===== src/rtl/tls_pkg.sv =====
`timescale 1ns / 1ps
`default_nettype none
// ----------------------------------------------------------------------------
// tls_pkg
// Shared codes, sequencer operations and the control/status bundles of the
// three-level task scheduler.
// ----------------------------------------------------------------------------
package tls_pkg;

    localparam int MAX_TASKS_DEF = 8;

    // command codes
    localparam logic [2:0] CMD_TICK   = 3'd0;
    localparam logic [2:0] CMD_CREATE = 3'd1;
    localparam logic [2:0] CMD_YIELD  = 3'd2;
    localparam logic [2:0] CMD_TERM   = 3'd3;
    localparam logic [2:0] CMD_GETARG = 3'd4;

    // task levels / classes
    localparam logic [1:0] CL_SYS  = 2'd0;
    localparam logic [1:0] CL_PER  = 2'd1;
    localparam logic [1:0] CL_RR   = 2'd2;
    localparam logic [1:0] CL_IDLE = 2'd3;

    // task status
    localparam logic [1:0] ST_DEAD  = 2'd0;
    localparam logic [1:0] ST_READY = 2'd1;
    localparam logic [1:0] ST_RUN   = 2'd2;

    // queue identifiers
    localparam logic [1:0] Q_FREE = 2'd0;
    localparam logic [1:0] Q_SYS  = 2'd1;
    localparam logic [1:0] Q_RR   = 2'd2;
    localparam logic [1:0] Q_PER  = 2'd3;

    // fault codes
    localparam logic [1:0] FAULT_NONE    = 2'd0;
    localparam logic [1:0] FAULT_OVERRUN = 2'd1;
    localparam logic [1:0] FAULT_BADCMD  = 2'd2;

    // datapath operations issued by the controller
    typedef enum logic [3:0] {
        OP_NONE     = 4'd0,
        OP_LOAD     = 4'd1,
        OP_TICK     = 4'd2,
        OP_BUDGET   = 4'd3,
        OP_SCAN     = 4'd4,
        OP_REQUEUE  = 4'd5,
        OP_FAULT    = 4'd6,
        OP_CPOP     = 4'd7,
        OP_CPUSH    = 4'd8,
        OP_CREQ     = 4'd9,
        OP_YIELD    = 4'd10,
        OP_RMINIT   = 4'd11,
        OP_RMSTEP   = 4'd12,
        OP_TERM     = 4'd13,
        OP_DISPATCH = 4'd14,
        OP_OUTPUT   = 4'd15
    } op_t;

    typedef struct packed {
        op_t  op;
        logic s_ready;
    } tls_ctl_t;

    typedef struct packed {
        logic [2:0] cmd;
        logic [1:0] lvl;
        logic       free_empty;
        logic       cur_idle;
        logic       cur_is_per;
        logic       act_valid;
        logic       scan_end;
        logic       rm_end;
        logic       out_free;
    } tls_stat_t;

endpackage
`default_nettype wire


===== src/rtl/tls_ctrl.sv =====
`timescale 1ns / 1ps
`default_nettype none
// ----------------------------------------------------------------------------
// tls_ctrl
// Sequencer: steps one command word through the datapath operations.
// ----------------------------------------------------------------------------
module tls_ctrl (
    input  wire logic              aclk,
    input  wire logic              aresetn,
    input  wire logic              s_valid,
    input  wire tls_pkg::tls_stat_t stat,
    output tls_pkg::tls_ctl_t      ctl
);

    typedef enum logic [15:0] {
        S_IDLE     = 16'h0001,
        S_DECODE   = 16'h0002,
        S_TICK     = 16'h0004,
        S_BUDGET   = 16'h0008,
        S_SCAN     = 16'h0010,
        S_REQUEUE  = 16'h0020,
        S_FAULT    = 16'h0040,
        S_CPOP     = 16'h0080,
        S_CPUSH    = 16'h0100,
        S_CREQ     = 16'h0200,
        S_YIELD    = 16'h0400,
        S_RMINIT   = 16'h0800,
        S_RMSTEP   = 16'h1000,
        S_TERM     = 16'h2000,
        S_DISPATCH = 16'h4000,
        S_OUTPUT   = 16'h8000
    } state_t;

    state_t state_reg, state_next;

    // state register
    always_ff @(posedge aclk) begin
        if (!aresetn) begin
            state_reg <= S_IDLE;
        end else begin
            state_reg <= state_next;
        end
    end

    // sequence the operations of one command
    always_comb begin
        state_next  = state_reg;
        ctl.op      = tls_pkg::OP_NONE;
        ctl.s_ready = 1'b0;
        case (state_reg)
            S_IDLE: begin
                ctl.s_ready = 1'b1;
                if (s_valid) begin
                    ctl.op     = tls_pkg::OP_LOAD;
                    state_next = S_DECODE;
                end
            end
            S_DECODE: begin
                case (stat.cmd)
                    tls_pkg::CMD_TICK: begin
                        state_next = S_TICK;
                    end
                    tls_pkg::CMD_CREATE: begin
                        if (stat.lvl == tls_pkg::CL_IDLE) begin
                            state_next = S_FAULT;
                        end else if (stat.free_empty) begin
                            state_next = S_DISPATCH;
                        end else begin
                            state_next = S_CPOP;
                        end
                    end
                    tls_pkg::CMD_YIELD: begin
                        state_next = S_YIELD;
                    end
                    tls_pkg::CMD_TERM: begin
                        if (stat.cur_idle) begin
                            state_next = S_DISPATCH;
                        end else if (stat.cur_is_per) begin
                            state_next = S_RMINIT;
                        end else begin
                            state_next = S_TERM;
                        end
                    end
                    tls_pkg::CMD_GETARG: begin
                        state_next = S_DISPATCH;
                    end
                    default: begin
                        state_next = S_FAULT;
                    end
                endcase
            end
            S_TICK: begin
                ctl.op     = tls_pkg::OP_TICK;
                state_next = stat.act_valid ? S_BUDGET : S_SCAN;
            end
            S_BUDGET: begin
                ctl.op     = tls_pkg::OP_BUDGET;
                state_next = S_REQUEUE;
            end
            S_SCAN: begin
                ctl.op = tls_pkg::OP_SCAN;
                if (stat.scan_end) begin
                    state_next = S_REQUEUE;
                end
            end
            S_REQUEUE: begin
                ctl.op     = tls_pkg::OP_REQUEUE;
                state_next = S_DISPATCH;
            end
            S_FAULT: begin
                ctl.op     = tls_pkg::OP_FAULT;
                state_next = S_DISPATCH;
            end
            S_CPOP: begin
                ctl.op     = tls_pkg::OP_CPOP;
                state_next = S_CPUSH;
            end
            S_CPUSH: begin
                ctl.op     = tls_pkg::OP_CPUSH;
                state_next = S_CREQ;
            end
            S_CREQ: begin
                ctl.op     = tls_pkg::OP_CREQ;
                state_next = S_DISPATCH;
            end
            S_YIELD: begin
                ctl.op     = tls_pkg::OP_YIELD;
                state_next = S_DISPATCH;
            end
            S_RMINIT: begin
                ctl.op     = tls_pkg::OP_RMINIT;
                state_next = S_RMSTEP;
            end
            S_RMSTEP: begin
                ctl.op = tls_pkg::OP_RMSTEP;
                if (stat.rm_end) begin
                    state_next = S_TERM;
                end
            end
            S_TERM: begin
                ctl.op     = tls_pkg::OP_TERM;
                state_next = S_DISPATCH;
            end
            S_DISPATCH: begin
                ctl.op     = tls_pkg::OP_DISPATCH;
                state_next = S_OUTPUT;
            end
            S_OUTPUT: begin
                if (stat.out_free) begin
                    ctl.op     = tls_pkg::OP_OUTPUT;
                    state_next = S_IDLE;
                end
            end
            default: begin
                state_next = S_IDLE;
            end
        endcase
    end

endmodule
`default_nettype wire


===== src/rtl/tls_datapath.sv =====
`timescale 1ns / 1ps
`default_nettype none
// ----------------------------------------------------------------------------
// tls_datapath
// Task descriptors, linked queues, periodic bookkeeping and output register.
// ----------------------------------------------------------------------------
module tls_datapath #(
    parameter int MAX_TASKS = tls_pkg::MAX_TASKS_DEF
) (
    input  wire logic                                aclk,
    input  wire logic                                aresetn,
    input  wire tls_pkg::tls_ctl_t                   ctl,
    output tls_pkg::tls_stat_t                       stat,
    input  wire logic [2:0]                          s_command,
    input  wire logic [1:0]                          s_new_level,
    input  wire logic signed [15:0]                  s_new_arg,
    input  wire logic [15:0]                         s_new_period,
    input  wire logic [15:0]                         s_new_budget,
    input  wire logic [15:0]                         s_new_start,
    output logic                                     m_valid,
    input  wire logic                                m_ready,
    output logic [$clog2(MAX_TASKS+1)-1:0]           m_running_task,
    output logic                                     m_create_ok,
    output logic [$clog2(MAX_TASKS)-1:0]             m_created_task,
    output logic signed [15:0]                       m_running_arg,
    output logic [1:0]                               m_fault
);

    localparam int IW = $clog2(MAX_TASKS);
    localparam int TW = $clog2(MAX_TASKS + 1);
    localparam int CW = $clog2(MAX_TASKS + 1);
    localparam logic [TW-1:0] IDLE_IX = TW'(MAX_TASKS);

    // latched command word
    logic [2:0]  cmd_reg;
    logic [1:0]  lvl_reg;
    logic [15:0] arg_in_reg, period_in_reg, budget_in_reg, start_in_reg;

    // descriptors
    logic [1:0]    status_reg [MAX_TASKS];
    logic [1:0]    status_next[MAX_TASKS];
    logic [1:0]    class_reg  [MAX_TASKS];
    logic [1:0]    class_next [MAX_TASKS];
    logic [15:0]   arg_reg    [MAX_TASKS];
    logic [15:0]   arg_next   [MAX_TASKS];
    logic [15:0]   period_reg [MAX_TASKS];
    logic [15:0]   period_next[MAX_TASKS];
    logic [15:0]   budget_reg [MAX_TASKS];
    logic [15:0]   budget_next[MAX_TASKS];
    logic [15:0]   due_reg    [MAX_TASKS];
    logic [15:0]   due_next   [MAX_TASKS];
    logic [IW-1:0] link_reg   [MAX_TASKS];
    logic [IW-1:0] link_next  [MAX_TASKS];

    // queue heads, tails and counts
    logic [IW-1:0] head_reg[4];
    logic [IW-1:0] head_next[4];
    logic [IW-1:0] tail_reg[4];
    logic [IW-1:0] tail_next[4];
    logic [CW-1:0] cnt_reg[4];
    logic [CW-1:0] cnt_next[4];

    // scheduler state
    logic [TW-1:0] cur_reg, cur_next;
    logic          act_valid_reg, act_valid_next;
    logic [IW-1:0] act_ix_reg, act_ix_next;
    logic [15:0]   tick_reg, tick_next;
    logic [15:0]   onset_reg, onset_next;
    logic [1:0]    fault_reg, fault_next;
    logic          ok_reg, ok_next;
    logic [IW-1:0] made_reg, made_next;

    // list walk pointers
    logic [IW-1:0] ptr_reg, ptr_next;
    logic [IW-1:0] prev_reg, prev_next;
    logic [CW-1:0] idx_reg, idx_next;

    // output register
    logic          m_valid_reg, m_valid_next;
    logic [TW-1:0] out_task_reg, out_task_next;
    logic          out_ok_reg, out_ok_next;
    logic [IW-1:0] out_made_reg, out_made_next;
    logic [15:0]   out_arg_reg, out_arg_next;
    logic [1:0]    out_fault_reg, out_fault_next;

    // derived values
    logic [IW-1:0] cur_ix;
    logic          cur_idle;
    logic [1:0]    cur_class;
    logic [1:0]    cur_status;
    logic          need_pick;
    logic          scan_hit;
    logic          scan_end;
    logic          rm_end;
    logic [15:0]   since;

    // queue request
    logic          push_en;
    logic [1:0]    push_q;
    logic [IW-1:0] push_t;
    logic          pop_en;
    logic [1:0]    pop_q;
    logic [1:0]    q_sel;
    logic [IW-1:0] pop_t;
    logic [IW-1:0] link_raddr;
    logic [IW-1:0] link_rd;

    assign cur_ix     = cur_reg[IW-1:0];
    assign cur_idle   = (cur_reg == IDLE_IX);
    assign cur_class  = cur_idle ? tls_pkg::CL_IDLE : class_reg[cur_ix];
    assign cur_status = status_reg[cur_ix];
    assign need_pick  = cur_idle || (cur_status != tls_pkg::ST_RUN);
    assign since      = 16'(tick_reg - onset_reg);
    assign scan_hit   = 16'(due_reg[ptr_reg] - tick_reg) > period_reg[ptr_reg];
    assign scan_end   = (idx_reg == cnt_reg[tls_pkg::Q_PER]) || scan_hit;
    assign rm_end     = (idx_reg == cnt_reg[tls_pkg::Q_PER]) || (ptr_reg == cur_ix);

    // status to the controller
    assign stat.cmd        = cmd_reg;
    assign stat.lvl        = lvl_reg;
    assign stat.free_empty = (cnt_reg[tls_pkg::Q_FREE] == '0);
    assign stat.cur_idle   = cur_idle;
    assign stat.cur_is_per = (cur_class == tls_pkg::CL_PER);
    assign stat.act_valid  = act_valid_reg;
    assign stat.scan_end   = scan_end;
    assign stat.rm_end     = rm_end;
    assign stat.out_free   = !m_valid_reg || m_ready;

    // pick the queue operation of this step
    always_comb begin
        push_en = 1'b0;
        push_q  = tls_pkg::Q_FREE;
        push_t  = cur_ix;
        pop_en  = 1'b0;
        pop_q   = tls_pkg::Q_FREE;
        case (ctl.op)
            tls_pkg::OP_REQUEUE: begin
                if (cur_class == tls_pkg::CL_RR && cur_status == tls_pkg::ST_RUN) begin
                    push_en = 1'b1;
                    push_q  = tls_pkg::Q_RR;
                end
            end
            tls_pkg::OP_CPOP: begin
                pop_en = 1'b1;
                pop_q  = tls_pkg::Q_FREE;
            end
            tls_pkg::OP_CPUSH: begin
                push_en = 1'b1;
                push_t  = made_reg;
                if (lvl_reg == tls_pkg::CL_SYS) begin
                    push_q = tls_pkg::Q_SYS;
                end else if (lvl_reg == tls_pkg::CL_PER) begin
                    push_q = tls_pkg::Q_PER;
                end else begin
                    push_q = tls_pkg::Q_RR;
                end
            end
            tls_pkg::OP_CREQ: begin
                if (cur_class == tls_pkg::CL_RR && cur_status == tls_pkg::ST_READY) begin
                    push_en = 1'b1;
                    push_q  = tls_pkg::Q_RR;
                end
            end
            tls_pkg::OP_YIELD: begin
                if (cur_class == tls_pkg::CL_SYS) begin
                    push_en = 1'b1;
                    push_q  = tls_pkg::Q_SYS;
                end else if (cur_class == tls_pkg::CL_RR) begin
                    push_en = 1'b1;
                    push_q  = tls_pkg::Q_RR;
                end
            end
            tls_pkg::OP_TERM: begin
                push_en = 1'b1;
                push_q  = tls_pkg::Q_FREE;
            end
            tls_pkg::OP_DISPATCH: begin
                if (need_pick) begin
                    if (cnt_reg[tls_pkg::Q_SYS] != '0) begin
                        pop_en = 1'b1;
                        pop_q  = tls_pkg::Q_SYS;
                    end else if (!act_valid_reg && cnt_reg[tls_pkg::Q_RR] != '0) begin
                        pop_en = 1'b1;
                        pop_q  = tls_pkg::Q_RR;
                    end
                end
            end
            default: begin
            end
        endcase
    end

    // one queue and one link read port per step
    assign q_sel      = pop_en ? pop_q : push_q;
    assign pop_t      = head_reg[q_sel];
    assign link_raddr = (ctl.op == tls_pkg::OP_SCAN || ctl.op == tls_pkg::OP_RMSTEP)
                        ? ptr_reg : pop_t;
    assign link_rd    = link_reg[link_raddr];

    // next state of the datapath
    always_comb begin
        status_next    = status_reg;
        class_next     = class_reg;
        arg_next       = arg_reg;
        period_next    = period_reg;
        budget_next    = budget_reg;
        due_next       = due_reg;
        link_next      = link_reg;
        head_next      = head_reg;
        tail_next      = tail_reg;
        cnt_next       = cnt_reg;
        cur_next       = cur_reg;
        act_valid_next = act_valid_reg;
        act_ix_next    = act_ix_reg;
        tick_next      = tick_reg;
        onset_next     = onset_reg;
        fault_next     = fault_reg;
        ok_next        = ok_reg;
        made_next      = made_reg;
        ptr_next       = ptr_reg;
        prev_next      = prev_reg;
        idx_next       = idx_reg;
        out_task_next  = out_task_reg;
        out_ok_next    = out_ok_reg;
        out_made_next  = out_made_reg;
        out_arg_next   = out_arg_reg;
        out_fault_next = out_fault_reg;
        m_valid_next   = m_valid_reg && !m_ready;

        case (ctl.op)
            tls_pkg::OP_LOAD: begin
                ok_next   = 1'b0;
                made_next = '0;
            end
            tls_pkg::OP_TICK: begin
                tick_next = 16'(tick_reg + 16'd1);
                ptr_next  = head_reg[tls_pkg::Q_PER];
                idx_next  = '0;
            end
            tls_pkg::OP_BUDGET: begin
                if (since > budget_reg[act_ix_reg] && fault_reg == tls_pkg::FAULT_NONE) begin
                    fault_next = tls_pkg::FAULT_OVERRUN;
                end
            end
            tls_pkg::OP_SCAN: begin
                if (idx_reg != cnt_reg[tls_pkg::Q_PER]) begin
                    if (scan_hit) begin
                        act_valid_next    = 1'b1;
                        act_ix_next       = ptr_reg;
                        onset_next        = tick_reg;
                        due_next[ptr_reg] = 16'(due_reg[ptr_reg] + period_reg[ptr_reg]);
                    end else begin
                        ptr_next = link_rd;
                        idx_next = CW'(idx_reg + 1'b1);
                    end
                end
            end
            tls_pkg::OP_REQUEUE: begin
                if (cur_class == tls_pkg::CL_RR && cur_status == tls_pkg::ST_RUN) begin
                    status_next[cur_ix] = tls_pkg::ST_READY;
                end
            end
            tls_pkg::OP_FAULT: begin
                if (fault_reg == tls_pkg::FAULT_NONE) begin
                    fault_next = tls_pkg::FAULT_BADCMD;
                end
            end
            tls_pkg::OP_CPOP: begin
                made_next          = pop_t;
                ok_next            = 1'b1;
                status_next[pop_t] = tls_pkg::ST_READY;
                class_next[pop_t]  = lvl_reg;
                arg_next[pop_t]    = arg_in_reg;
                period_next[pop_t] = period_in_reg;
                budget_next[pop_t] = budget_in_reg;
                due_next[pop_t]    = start_in_reg;
            end
            tls_pkg::OP_CPUSH: begin
                // a new system task preempts a non-system task
                if (lvl_reg == tls_pkg::CL_SYS && cur_class != tls_pkg::CL_SYS && !cur_idle) begin
                    status_next[cur_ix] = tls_pkg::ST_READY;
                end
            end
            tls_pkg::OP_YIELD: begin
                if (!cur_idle) begin
                    status_next[cur_ix] = tls_pkg::ST_READY;
                    if (cur_class == tls_pkg::CL_PER && act_valid_reg && act_ix_reg == cur_ix) begin
                        act_valid_next = 1'b0;
                    end
                end
            end
            tls_pkg::OP_RMINIT: begin
                ptr_next  = head_reg[tls_pkg::Q_PER];
                prev_next = '0;
                idx_next  = '0;
            end
            tls_pkg::OP_RMSTEP: begin
                // unlink the running task from the periodic list
                if (idx_reg != cnt_reg[tls_pkg::Q_PER]) begin
                    if (ptr_reg == cur_ix) begin
                        if (idx_reg == '0) begin
                            head_next[tls_pkg::Q_PER] = link_rd;
                        end else begin
                            link_next[prev_reg] = link_rd;
                            if (idx_reg == CW'(cnt_reg[tls_pkg::Q_PER] - 1'b1)) begin
                                tail_next[tls_pkg::Q_PER] = prev_reg;
                            end
                        end
                        cnt_next[tls_pkg::Q_PER] = CW'(cnt_reg[tls_pkg::Q_PER] - 1'b1);
                    end else begin
                        prev_next = ptr_reg;
                        ptr_next  = link_rd;
                        idx_next  = CW'(idx_reg + 1'b1);
                    end
                end
            end
            tls_pkg::OP_TERM: begin
                status_next[cur_ix] = tls_pkg::ST_DEAD;
                if (cur_class == tls_pkg::CL_PER && act_valid_reg && act_ix_reg == cur_ix) begin
                    act_valid_next = 1'b0;
                end
            end
            tls_pkg::OP_DISPATCH: begin
                if (need_pick) begin
                    if (pop_en) begin
                        cur_next           = TW'(pop_t);
                        status_next[pop_t] = tls_pkg::ST_RUN;
                    end else if (act_valid_reg) begin
                        cur_next                = TW'(act_ix_reg);
                        status_next[act_ix_reg] = tls_pkg::ST_RUN;
                    end else begin
                        cur_next = IDLE_IX;
                    end
                end
            end
            tls_pkg::OP_OUTPUT: begin
                out_task_next  = cur_reg;
                out_ok_next    = ok_reg;
                out_made_next  = made_reg;
                out_arg_next   = cur_idle ? 16'd0 : arg_reg[cur_ix];
                out_fault_next = fault_reg;
                m_valid_next   = 1'b1;
            end
            default: begin
            end
        endcase

        // apply the queue push or pop
        if (push_en) begin
            if (cnt_reg[q_sel] == '0) begin
                head_next[q_sel] = push_t;
            end else begin
                link_next[tail_reg[q_sel]] = push_t;
            end
            tail_next[q_sel] = push_t;
            cnt_next[q_sel]  = CW'(cnt_reg[q_sel] + 1'b1);
        end
        if (pop_en) begin
            cnt_next[q_sel] = CW'(cnt_reg[q_sel] - 1'b1);
            if (cnt_reg[q_sel] != CW'(1)) begin
                head_next[q_sel] = link_rd;
            end
        end
    end

    // control state
    always_ff @(posedge aclk) begin
        if (!aresetn) begin
            for (int i = 0; i < MAX_TASKS; i++) begin
                status_reg[i] <= (i == 0) ? tls_pkg::ST_RUN : tls_pkg::ST_DEAD;
                class_reg[i]  <= tls_pkg::CL_SYS;
                arg_reg[i]    <= '0;
                link_reg[i]   <= (i < MAX_TASKS - 1) ? IW'(i + 1) : '0;
            end
            // free pool holds 1..MAX_TASKS-1, other queues empty
            for (int q = 0; q < 4; q++) begin
                head_reg[q] <= (q == int'(tls_pkg::Q_FREE)) ? IW'(1) : '0;
                tail_reg[q] <= (q == int'(tls_pkg::Q_FREE)) ? IW'(MAX_TASKS - 1) : '0;
                cnt_reg[q]  <= (q == int'(tls_pkg::Q_FREE)) ? CW'(MAX_TASKS - 1) : '0;
            end
            cur_reg       <= '0;
            act_valid_reg <= 1'b0;
            act_ix_reg    <= '0;
            tick_reg      <= '0;
            onset_reg     <= '0;
            fault_reg     <= tls_pkg::FAULT_NONE;
            ok_reg        <= 1'b0;
            made_reg      <= '0;
            ptr_reg       <= '0;
            prev_reg      <= '0;
            idx_reg       <= '0;
            m_valid_reg   <= 1'b0;
            out_task_reg  <= '0;
            out_ok_reg    <= 1'b0;
            out_made_reg  <= '0;
            out_arg_reg   <= '0;
            out_fault_reg <= tls_pkg::FAULT_NONE;
        end else begin
            status_reg    <= status_next;
            class_reg     <= class_next;
            arg_reg       <= arg_next;
            link_reg      <= link_next;
            head_reg      <= head_next;
            tail_reg      <= tail_next;
            cnt_reg       <= cnt_next;
            cur_reg       <= cur_next;
            act_valid_reg <= act_valid_next;
            act_ix_reg    <= act_ix_next;
            tick_reg      <= tick_next;
            onset_reg     <= onset_next;
            fault_reg     <= fault_next;
            ok_reg        <= ok_next;
            made_reg      <= made_next;
            ptr_reg       <= ptr_next;
            prev_reg      <= prev_next;
            idx_reg       <= idx_next;
            m_valid_reg   <= m_valid_next;
            out_task_reg  <= out_task_next;
            out_ok_reg    <= out_ok_next;
            out_made_reg  <= out_made_next;
            out_arg_reg   <= out_arg_next;
            out_fault_reg <= out_fault_next;
        end
    end

    // payload: periodic descriptor fields and the latched command word
    always_ff @(posedge aclk) begin
        period_reg <= period_next;
        budget_reg <= budget_next;
        due_reg    <= due_next;
        if (ctl.op == tls_pkg::OP_LOAD) begin
            cmd_reg       <= s_command;
            lvl_reg       <= s_new_level;
            arg_in_reg    <= s_new_arg;
            period_in_reg <= s_new_period;
            budget_in_reg <= s_new_budget;
            start_in_reg  <= s_new_start;
        end
    end

    assign m_valid        = m_valid_reg;
    assign m_running_task = out_task_reg;
    assign m_create_ok    = out_ok_reg;
    assign m_created_task = out_made_reg;
    assign m_running_arg  = out_arg_reg;
    assign m_fault        = out_fault_reg;

endmodule
`default_nettype wire


===== src/rtl/three_level_task_scheduler_core.sv =====
`timescale 1ns / 1ps
`default_nettype none
// ----------------------------------------------------------------------------
// three_level_task_scheduler_core
// Task scheduler with system, periodic and round-robin levels.
// ----------------------------------------------------------------------------
// One command word at a time is taken, handled and answered with one result
// word. After decode, a get argument or a create with no free descriptor goes
// straight to dispatch; a yield, a plain terminate or a bad command first takes
// its yield, terminate or fault step; a create pops, pushes and requeues; a
// tick with an active periodic task ticks, checks the budget and requeues. A
// tick with no active periodic task scans the periodic list entry by entry up
// to a due entry or the list end, and terminating a periodic task walks the
// list up to and including its own entry to unlink it. The sequencer steps
// through the linked queues over a single link read port.
// A new command word is taken while the previous result word still waits on
// the output register; the next result then holds in the last sequencer step
// until that word is taken.
module three_level_task_scheduler_core #(
    parameter int MAX_TASKS = tls_pkg::MAX_TASKS_DEF
) (
    input  wire logic                          aclk,
    input  wire logic                          aresetn,
    input  wire logic                          s_valid,
    output logic                               s_ready,
    input  wire logic [2:0]                    s_command,
    input  wire logic [1:0]                    s_new_level,
    input  wire logic signed [15:0]            s_new_arg,
    input  wire logic [15:0]                   s_new_period,
    input  wire logic [15:0]                   s_new_budget,
    input  wire logic [15:0]                   s_new_start,
    output logic                               m_valid,
    input  wire logic                          m_ready,
    output logic [$clog2(MAX_TASKS+1)-1:0]     m_running_task,
    output logic                               m_create_ok,
    output logic [$clog2(MAX_TASKS)-1:0]       m_created_task,
    output logic signed [15:0]                 m_running_arg,
    output logic [1:0]                         m_fault
);

    tls_pkg::tls_ctl_t  ctl;
    tls_pkg::tls_stat_t stat;

    // sequencer
    tls_ctrl u_ctrl (
        .aclk    (aclk),
        .aresetn (aresetn),
        .s_valid (s_valid),
        .stat    (stat),
        .ctl     (ctl)
    );

    // scheduler state and queues
    tls_datapath #(
        .MAX_TASKS (MAX_TASKS)
    ) u_datapath (
        .aclk           (aclk),
        .aresetn        (aresetn),
        .ctl            (ctl),
        .stat           (stat),
        .s_command      (s_command),
        .s_new_level    (s_new_level),
        .s_new_arg      (s_new_arg),
        .s_new_period   (s_new_period),
        .s_new_budget   (s_new_budget),
        .s_new_start    (s_new_start),
        .m_valid        (m_valid),
        .m_ready        (m_ready),
        .m_running_task (m_running_task),
        .m_create_ok    (m_create_ok),
        .m_created_task (m_created_task),
        .m_running_arg  (m_running_arg),
        .m_fault        (m_fault)
    );

    assign s_ready = ctl.s_ready;

    // one word in flight: no second accept right after one
    a_one_in_flight: assert property (@(posedge aclk) disable iff (!aresetn)
        (s_valid && s_ready) |=> !s_ready)
        else $error("command word accepted while another is in work");

    // a reported fault never changes
    a_fault_sticky: assert property (@(posedge aclk) disable iff (!aresetn)
        (m_fault != tls_pkg::FAULT_NONE) |=> (m_fault == $past(m_fault)))
        else $error("sticky fault changed");

    // failed create reports descriptor zero
    a_made_zero: assert property (@(posedge aclk) disable iff (!aresetn)
        (m_valid && !m_create_ok) |-> (m_created_task == '0))
        else $error("created task nonzero without create success");

    // running task is a descriptor or idle
    a_task_range: assert property (@(posedge aclk) disable iff (!aresetn)
        m_valid |-> (m_running_task <= MAX_TASKS))
        else $error("running task out of range");

endmodule
`default_nettype wire

===== config.mk =====
export PLATFORM = sky130hd
export DESIGN_NAME = three_level_task_scheduler_core
export DESIGN_NICKNAME = d
export VERILOG_FILES = /design/src/rtl/tls_pkg.sv /design/src/rtl/tls_ctrl.sv /design/src/rtl/tls_datapath.sv /design/src/rtl/three_level_task_scheduler_core.sv
export SDC_FILE = /design/constraint.sdc
export NUM_CORES = 2
export LEC_CHECK = 0
export ABC_AREA = 1
export BUFFER_PORTS_ARGS = -buffer_cell sky130_fd_sc_hd__buf_2
export CORE_MARGIN = 8
export CORE_UTILIZATION = 38
export CTS_BUF_LIST = sky130_fd_sc_hd__clkbuf_16
export DETAILED_ROUTE_END_ITERATION = 6
export GPL_TIMING_DRIVEN = 0
export PLACE_DENSITY_LB_ADDON = 0.15
export SYNTH_ARGS = -nofsm -noshare
export SYNTH_HDL_FRONTEND = slang
export SYNTH_SLANG_ARGS = --single-unit

===== constraint.sdc =====
create_clock -name aclk -period 16.4 [get_ports aclk]
set_clock_uncertainty 0.1 [all_clocks]
set_input_delay 2.46 -clock aclk [delete_from_list [all_inputs] [get_ports aclk]]
set_output_delay 2.46 -clock aclk [all_outputs]
set_load 0.05 [all_outputs]

---- Word-level counts from Yosys, hierarchy flattened ----
Cells that the tools add are included.
word-level totals
  input port bits ......................... 73
  word-level logic and storage cells ...... 420
  bits in registers ....................... 776
  output and inout port bits .............. 28
operators by class
  multiplexer cells ....................... 162
  $add $sub $neg .......................... 8
  reduce and logical (&&, ||, !) cells .... 54
  bitwise logic cells ..................... 22
  equal/unequal tests ..................... 65
  order comparisons ....................... 17
operator list
  operator                                    number
  bitwise mux 128 bit                         5
  2-to-1 mux 16 bit                           24
  2-to-1 mux 128 bit                          2
  case mux 128 bit (2 select lines)           1
  binary-select mux 16 bit (select 3 bit)     4
  case mux 16 bit (12 select lines)           1
  2-to-1 mux 24 bit                           6
  demux 16 bit (select 3 bit)                 2
  case mux 16 bit (6 select lines)            1
  2-to-1 mux 3 bit                            27
  case mux 16 bit (5 select lines)            1
  case mux 4 bit (15 select lines)            1
  2-to-1 mux 4 bit                            13
  bitwise mux 16 bit                          3
  bitwise mux 24 bit                          2
  2-to-1 mux 12 bit                           4
  2-to-1 mux 2 bit                            20
  bitwise mux 12 bit                          3
  equality test 4 bit, second input constant  9
  bitwise AND 8 bit                           4
  greater-than comparator 16 bit              2
  inverter 8 bit                              4
  bitwise OR 8 bit                            4
  subtractor 16 bit                           2
  80 further kinds                            183

---- Logic depth before layout (Yosys ltp) ----
  word-level depth ........................ 29
  depth in mapped cells ................... 37
  depth with buffers taken out ............ 34

---- Cells and area by module ----
Synthesis repeated with hierarchy kept, for this count alone.
second synthesis, totals
  cells, all modules ...................... 3835
  area, all modules ....................... 35905.7 µm²
by module, submodules not included
  module        sequential area each (µm²)  times used  area each (µm²)  cells each
  tls_datapath  19748.9                     1           34702.0          3642
  tls_ctrl      320.3                       1           1203.7           193

---- Least setup slack after synthesis ----
No wires, ideal clock.
  path kind ............................... input port to flip-flop
  start ................................... in s_valid
  end ..................................... reg u_datapath.status_reg[0] in the netlist's numbering
  stages .................................. 10
  buffers on the path ..................... 2
  library setup time ...................... 0.070 ns
  required time ........................... 16.230 ns
  arrival ................................. 6.650 ns
  slack ................................... 9.580 ns
  path through ............................ inv_1 nor2_1 nor2_1 nand3_1 o21ai_0 o2111ai_1 buf_2 clkbuf_1 nand2_1 a21oi_1
on the way
  cells in the longest elaborated chain, start to end .. 19
  elaborated cells on any way between the ends .. 36
  classes of those cells .................. 2 x order compare; 12 x eq/ne; 14 x mux; 5 x bitwise; 3 x reduce/logical
ends and longest elaborated chain
  what                                                     RTL line                                  source
  start, declared                                          three_level_task_scheduler_core.sv:24     input wire logic s_valid,
  2-to-1 mux 1 bit (*)                                     tls_ctrl.sv:53                            if (s_valid) begin
  case mux 4 bit (15 select lines) (*)                     tls_ctrl.sv:50                            case (state_reg)
  equality test 4 bit (tied with other cells)              tls_datapath.sv:136, tls_datapath.sv:230
  case mux 2 bit (4 select lines) (tied with other cells)  tls_datapath.sv:136                       case (ctl.op)
  2-to-1 mux 2 bit                                         tls_datapath.sv:194                       assign q_sel = pop_en ? pop_q : push_q;
  inverter 2 -> 3 bit (implied by the code)                tls_datapath.sv:195                       assign pop_t = head_reg[q_sel];
  binary-select mux 3 bit (select 2 bit)                   tls_datapath.sv:195
  2-to-1 mux 3 bit (implied by the code) (2 in series)     tls_datapath.sv:195
  [... 2 more ...]                                         -
  logical AND 1 bit (implied by the code)                  tls_datapath.sv:271, tls_datapath.sv:327
  2-to-1 mux 2 bit (implied by the code)                   tls_datapath.sv:271, tls_datapath.sv:327
  demux 2 bit (select 3 bit)                               tls_datapath.sv:271, tls_datapath.sv:327
  inverter 8 bit (no source line)                          -
  bitwise AND 8 bit (no source line)                       -
  2-to-1 mux 16 bit                                        tls_datapath.sv:325                       if (pop_en) begin
  2-to-1 mux 16 bit                                        tls_datapath.sv:324                       if (need_pick) begin
  case mux 16 bit (6 select lines)                         tls_datapath.sv:230                       case (ctl.op)
  end signal, assigned by index                            tls_datapath.sv:370                       status_reg[i] <= (i == 0) ? tls_pkg::ST_RUN : tls_pkg::ST_DEAD;
  end signal, assigned                                     tls_datapath.sv:399                       status_reg <= status_next;
  end, declared                                            tls_datapath.sv:40                        logic [1:0] status_reg [MAX_TASKS];
Every way passes the cells marked *; elsewhere a longest branch is shown, timed or not. The select of a mux whose other input is x is not followed.
A chain may end at the register's enable or synchronous reset.

---- Worst setup path after layout ----
  start ................................... reg u_datapath.ptr_reg[1]
  end ..................................... reg u_datapath.due_reg[3] in the netlist's numbering (enable)
on the way
  cells in the longest elaborated chain, start to end .. 8
  elaborated cells on any way between the ends .. 11
  classes of those cells .................. 1 x add/sub; 1 x order compare; 1 x eq/ne; 6 x mux; 1 x bitwise; 1 x reduce/logical
ends and longest elaborated chain
  what                                                   RTL line             source
  start, declared                                        tls_datapath.sv:74   logic [IW-1:0] ptr_reg, ptr_next;
  start signal, assigned                                 tls_datapath.sv:414  ptr_reg <= ptr_next;
  inverter 3 -> 4 bit (implied by the code) (*)          tls_datapath.sv:114  assign scan_hit = 16'(due_reg[ptr_reg] - tick_reg) > period_reg[ptr_reg];
  binary-select mux 16 bit (select 3 bit)                tls_datapath.sv:114
  2-to-1 mux 16 bit (implied by the code) (2 in series)  tls_datapath.sv:114
  subtractor 16 bit                                      tls_datapath.sv:114
  greater-than comparator 16 bit (*)                     tls_datapath.sv:114
  inequality test 2 x 1 -> 1 bit (no source line) (*)    -
  AND reduction 3 bit (no source line) (*)               -
  end signal, assigned                                   tls_datapath.sv:430  due_reg <= due_next;
  end, declared                                          tls_datapath.sv:50   logic [15:0] due_reg [MAX_TASKS];
Marked as above.

==> run summary <==
The flow ran to the end, and the final reports show no timing, DRC or antenna violations. The post-route antenna net violation count is 0. Row generation in the floorplan step produced 112 rows. The routability congestion estimate is 0.916. The number of violations reported at the end of detailed-routing iteration 0 came out at 3042. The time the worst path needs with I/O delays and setup came out at 9400 ps.

The initial core utilization is 38.3%. TritonCTS built the clock tree. The quantity of I/O buffers inserted on ports is 99. Dividing the detail-routed via count by the number of cells gives 5.58. The number of endpoints with negative hold slack in the final report is 0. The layout-stage area growth over the synthesis result is 14.9%. The ratio of cells with drive above 1 in the final layout is 10.7%. The highest net fanout along the worst path came out at 11. The number of placed I/O pins is 101. Global routing used 3.85% of the available met3 tracks. The number of nets handed over by synthesis was 3925. The global-route wire length before repair came out at 184 mm. The maximum level of the CTS H-tree is 3. The startpoint identified for the worst register-to-register timing path is u_datapath.ptr_reg[1]$_SDFFE_PN0P_. The final wirelength came out at 126 mm. Dividing the detail-routed wire length by the instance count gives 23.7 microns. The maximum number of pins on one net before global-route repair came out at 42. The final setup violation count is 0.

CTS placed an instance of sky130_fd_sc_hd__clkbuf_16 at the clock tree root. The count of different cell masters after synthesis came out at 62. In this design, the largest share of critical-path delay is due to simple AND/OR/NAND/NOR gates. Setup slack on the critical path of the routed design comes to 7000 ps. The final net count came out at 4132. The required time at the endpoint of the critical path came out at 16650 ps. The final design instance area without fill came out at 41000 sq um.

The synthesis warning total came out at 0. The overall global routing resource usage is 23.5%. Once the clock tree was built, the setup fixing pass inserted 0 buffers. Measured on the finished design, the core utilization comes to 44.0%. For hold timing, the worst endpoint is u_datapath.m_created_task[1]$_SDFFE_PN0P_.

The clock-pin slew of the registers on the worst-case setup and hold paths is 60 ps. The worst IR drop on VDD is 0.0757 mV. The cell depth of the worst min-delay path came out at 2. The endpoint identified for the worst register-to-register timing path is u_datapath.due_reg[3]$_DFFE_PP_.

The remaining routing DRC violations is 0. The count of TritonRoute iterations in the first routing pass is 5. Fill cells in the final layout number 9118. The global routing stage identified its most utilized layer as met2.

The worst setup path is launched from a register. The reg2reg setup slack came out at 7000 ps. Once placement finished, the instance area stood at 38100 sq um.

Yosys mapped a number of flops with a built-in enable equal to 453. The die height is 323 microns. The count of buffer and inverter cells on the critical path is 6. The slew at the pin with the worst max-slew slack is 1430 ps.

The number of antenna violations at the first check in global routing is 2. The total overflow reported by the global router came out at 0. The maximum number of buffers from clock root to sink is 3. The full die area is 104000 sq um. The accumulated negative setup slack came out at 0 ps.

The global-route track usage on met2 came out at 37.6%. The combined flip-flop and latch cell area came out at 20100 sq um. The via count of the first global-routing pass came out at 28206. The cell depth of the worst flop-to-flop path is 31. The sequential cell area fraction in the yosys report is 56.2%.

The count of state elements after synthesis came out at 776. The arrival time reported for the critical path endpoint is 9650 ps. The path class of the tightest hold or removal check is reg2reg.

In this run the horizontal extent of the chip is 323 microns. The category of the most critical setup path is reg2reg. The post-synthesis cell count came out at 3765. Counting flops with an async set or reset pin after synthesis yields a share of 0%.

The met1 capacity usage during global routing came out at 32.1%. Setup repair after global routing left no endpoint under its margin. The most numerous cell type found on the critical path is sky130_fd_sc_hd__nand2_1. The number of clock sinks is 776.

The total of hold buffers inserted after clock tree synthesis came out at 0. The area of the core region is 93200 sq um. The total power divided by cell area is 105 nW/um^2.

The clock insertion delay at the later pin of the skew report is 660 ps. The tool flagged a number of max-cap violations equal to 0. Summed over all cells, the static leakage comes to 15.1 nW. The synthesized area came out at 35700 sq um. Gates resized during post-CTS repair numbered 0. Before CTS, the worst setup slack after placement is 7150 ps. The prevailing post-synth register cell is sky130_fd_sc_hd__edfxtp_1.

For this block, the via count after detailed routing is 29558. The number of max-slew violations in the final report is 0. The maximum clock frequency is 106 MHz. The mean post-synth cell area came out at 9.48 sq um. Headroom to the max-slew limit came out at 4.15%. The slowest stage of the critical path is the sky130_fd_sc_hd__nor3_1 cell.

On the worst path, the slowest cell contributes a delay of 1080 ps. In this run the most critical hold path is launched from u_datapath.m_created_task[1]$_SDFFE_PN0P_. The kind of end point of the critical path is a register. The half-perimeter wire length after placement is 86.0 mm.

Dividing the final minimum period by the clock period gives 57.3%. The multi-input combinational cells in the finished layout cover a total of 13300 sq um. The number of buffers created by CTS is 88.
[per-stage QoR]
step                power, mW  cells  hold slack (ps)
floorplan                2.24   3765              323
detailed placement       2.32   5135              336
finish                   4.29   5301              342
global placement         2.32   5118              333
global route             4.42   5299              356
CTS                      4.32   5298              345
[report_power, final]
part	switching, mW	internal (mW)	leakage (nW)	total (mW)
Sequential	0.0400	2.11	6.64	2.15
Combinational	0.101	0.0330	6.96	0.134
Clock	0.840	1.17	1.49	2.01
[worst max path at each step]
stage,to,slack (ps),from,cells after the start
after global routing,u_datapath.due_reg[3]$_DFFE_PP_,6500,u_datapath.ptr_reg[1]$_SDFFE_PN0P_,31
after CTS,u_datapath.due_reg[2]$_DFFE_PP_,7080,u_datapath.ptr_reg[1]$_SDFFE_PN0P_,31
final,u_datapath.due_reg[3]$_DFFE_PP_,7000,u_datapath.ptr_reg[1]$_SDFFE_PN0P_,31
after global placement,u_datapath.status_reg[3]$_SDFFE_PN0P_,5830,s_valid,11
after detailed placement,u_datapath.due_reg[5]$_DFFE_PP_,7150,u_datapath.ptr_reg[1]$_SDFFE_PN0P_,31
after floorplan,u_datapath.status_reg[0]$_SDFFE_PN0P_,9580,s_valid,10
[cell usage in the layout (no fill, tap or decap), types with 65 or more instances in the layout]
cell and count:
sky130_fd_sc_hd__ha_1 84, sky130_fd_sc_hd__a221oi_1 65, sky130_fd_sc_hd__clkbuf_1 121, sky130_fd_sc_hd__a21oi_1 311, sky130_fd_sc_hd__edfxtp_1 453, sky130_fd_sc_hd__nand4_1 78, sky130_fd_sc_hd__inv_1 396, sky130_fd_sc_hd__nor2_1 232
sky130_fd_sc_hd__o22ai_1 128, sky130_fd_sc_hd__o21ai_0 231, sky130_fd_sc_hd__dfxtp_1 323, sky130_fd_sc_hd__buf_2 137, sky130_fd_sc_hd__clkbuf_16 90, sky130_fd_sc_hd__nand3_1 187, sky130_fd_sc_hd__nand2_1 589
[synth_stat cells (28+ instances only)]
cell	n	area share (%)
sky130_fd_sc_hd__a21oi_1	319	4.5
sky130_fd_sc_hd__a221oi_1	65	1.6
sky130_fd_sc_hd__a22o_1	57	1.4
sky130_fd_sc_hd__a22oi_1	56	1.2
sky130_fd_sc_hd__buf_2	39	0.55
sky130_fd_sc_hd__clkbuf_1	121	1.3
sky130_fd_sc_hd__dfxtp_1	323	18
sky130_fd_sc_hd__edfxtp_1	453	38
sky130_fd_sc_hd__ha_1	84	2.9
sky130_fd_sc_hd__inv_1	383	4.0
sky130_fd_sc_hd__inv_2	28	0.29
sky130_fd_sc_hd__nand2_1	589	6.2
sky130_fd_sc_hd__nand3_1	187	2.6
sky130_fd_sc_hd__nand4_1	78	1.4
sky130_fd_sc_hd__nor2_1	233	2.4
sky130_fd_sc_hd__nor3_1	50	0.70
sky130_fd_sc_hd__o21ai_0	231	3.2
sky130_fd_sc_hd__o21ai_1	50	0.70
sky130_fd_sc_hd__o22ai_1	128	2.2
sky130_fd_sc_hd__xor2_1	43	1.1
[area by class of cell]
class                   count  area share (%)
flip-flops and latches    776            48.9
multi-input cells        2388            32.5
diodes                      2          0.0122
repair buffers            117            1.84
clock buffers              90            5.49
inverters                 418            3.84
well taps                1254            3.82
plain buffers             183            1.99
clock inverters            73            1.63
[routing by layer]
| layer | up-vias | routed length [microns] |
|---|---|---|
| li1 | 13780 | - |
| met5 | - | 9 |
| met3 | 238 | 9400 |
| met1 | 14335 | 54600 |
| met2 | 1203 | 57300 |
| met4 | 2 | 4290 |
[logic make-up after synthesis]
logic type,Yosys count,synth area share [%]
simple gates,1251,15.8
buf+inv,601,6.69
fa+ha+maj,87,3.11
mux,3,0.0946
flops,776,56.2
xor+xnor,58,1.42
compound gates,989,16.6
[tightest hold or removal path, cell delays in order, from the launching register on]
cell and delay [ps]:
sky130_fd_sc_hd__dfxtp_1 310, sky130_fd_sc_hd__inv_1 40, sky130_fd_sc_hd__a21oi_1 50
No activity file was read; power rests on OpenSTA's default activity.
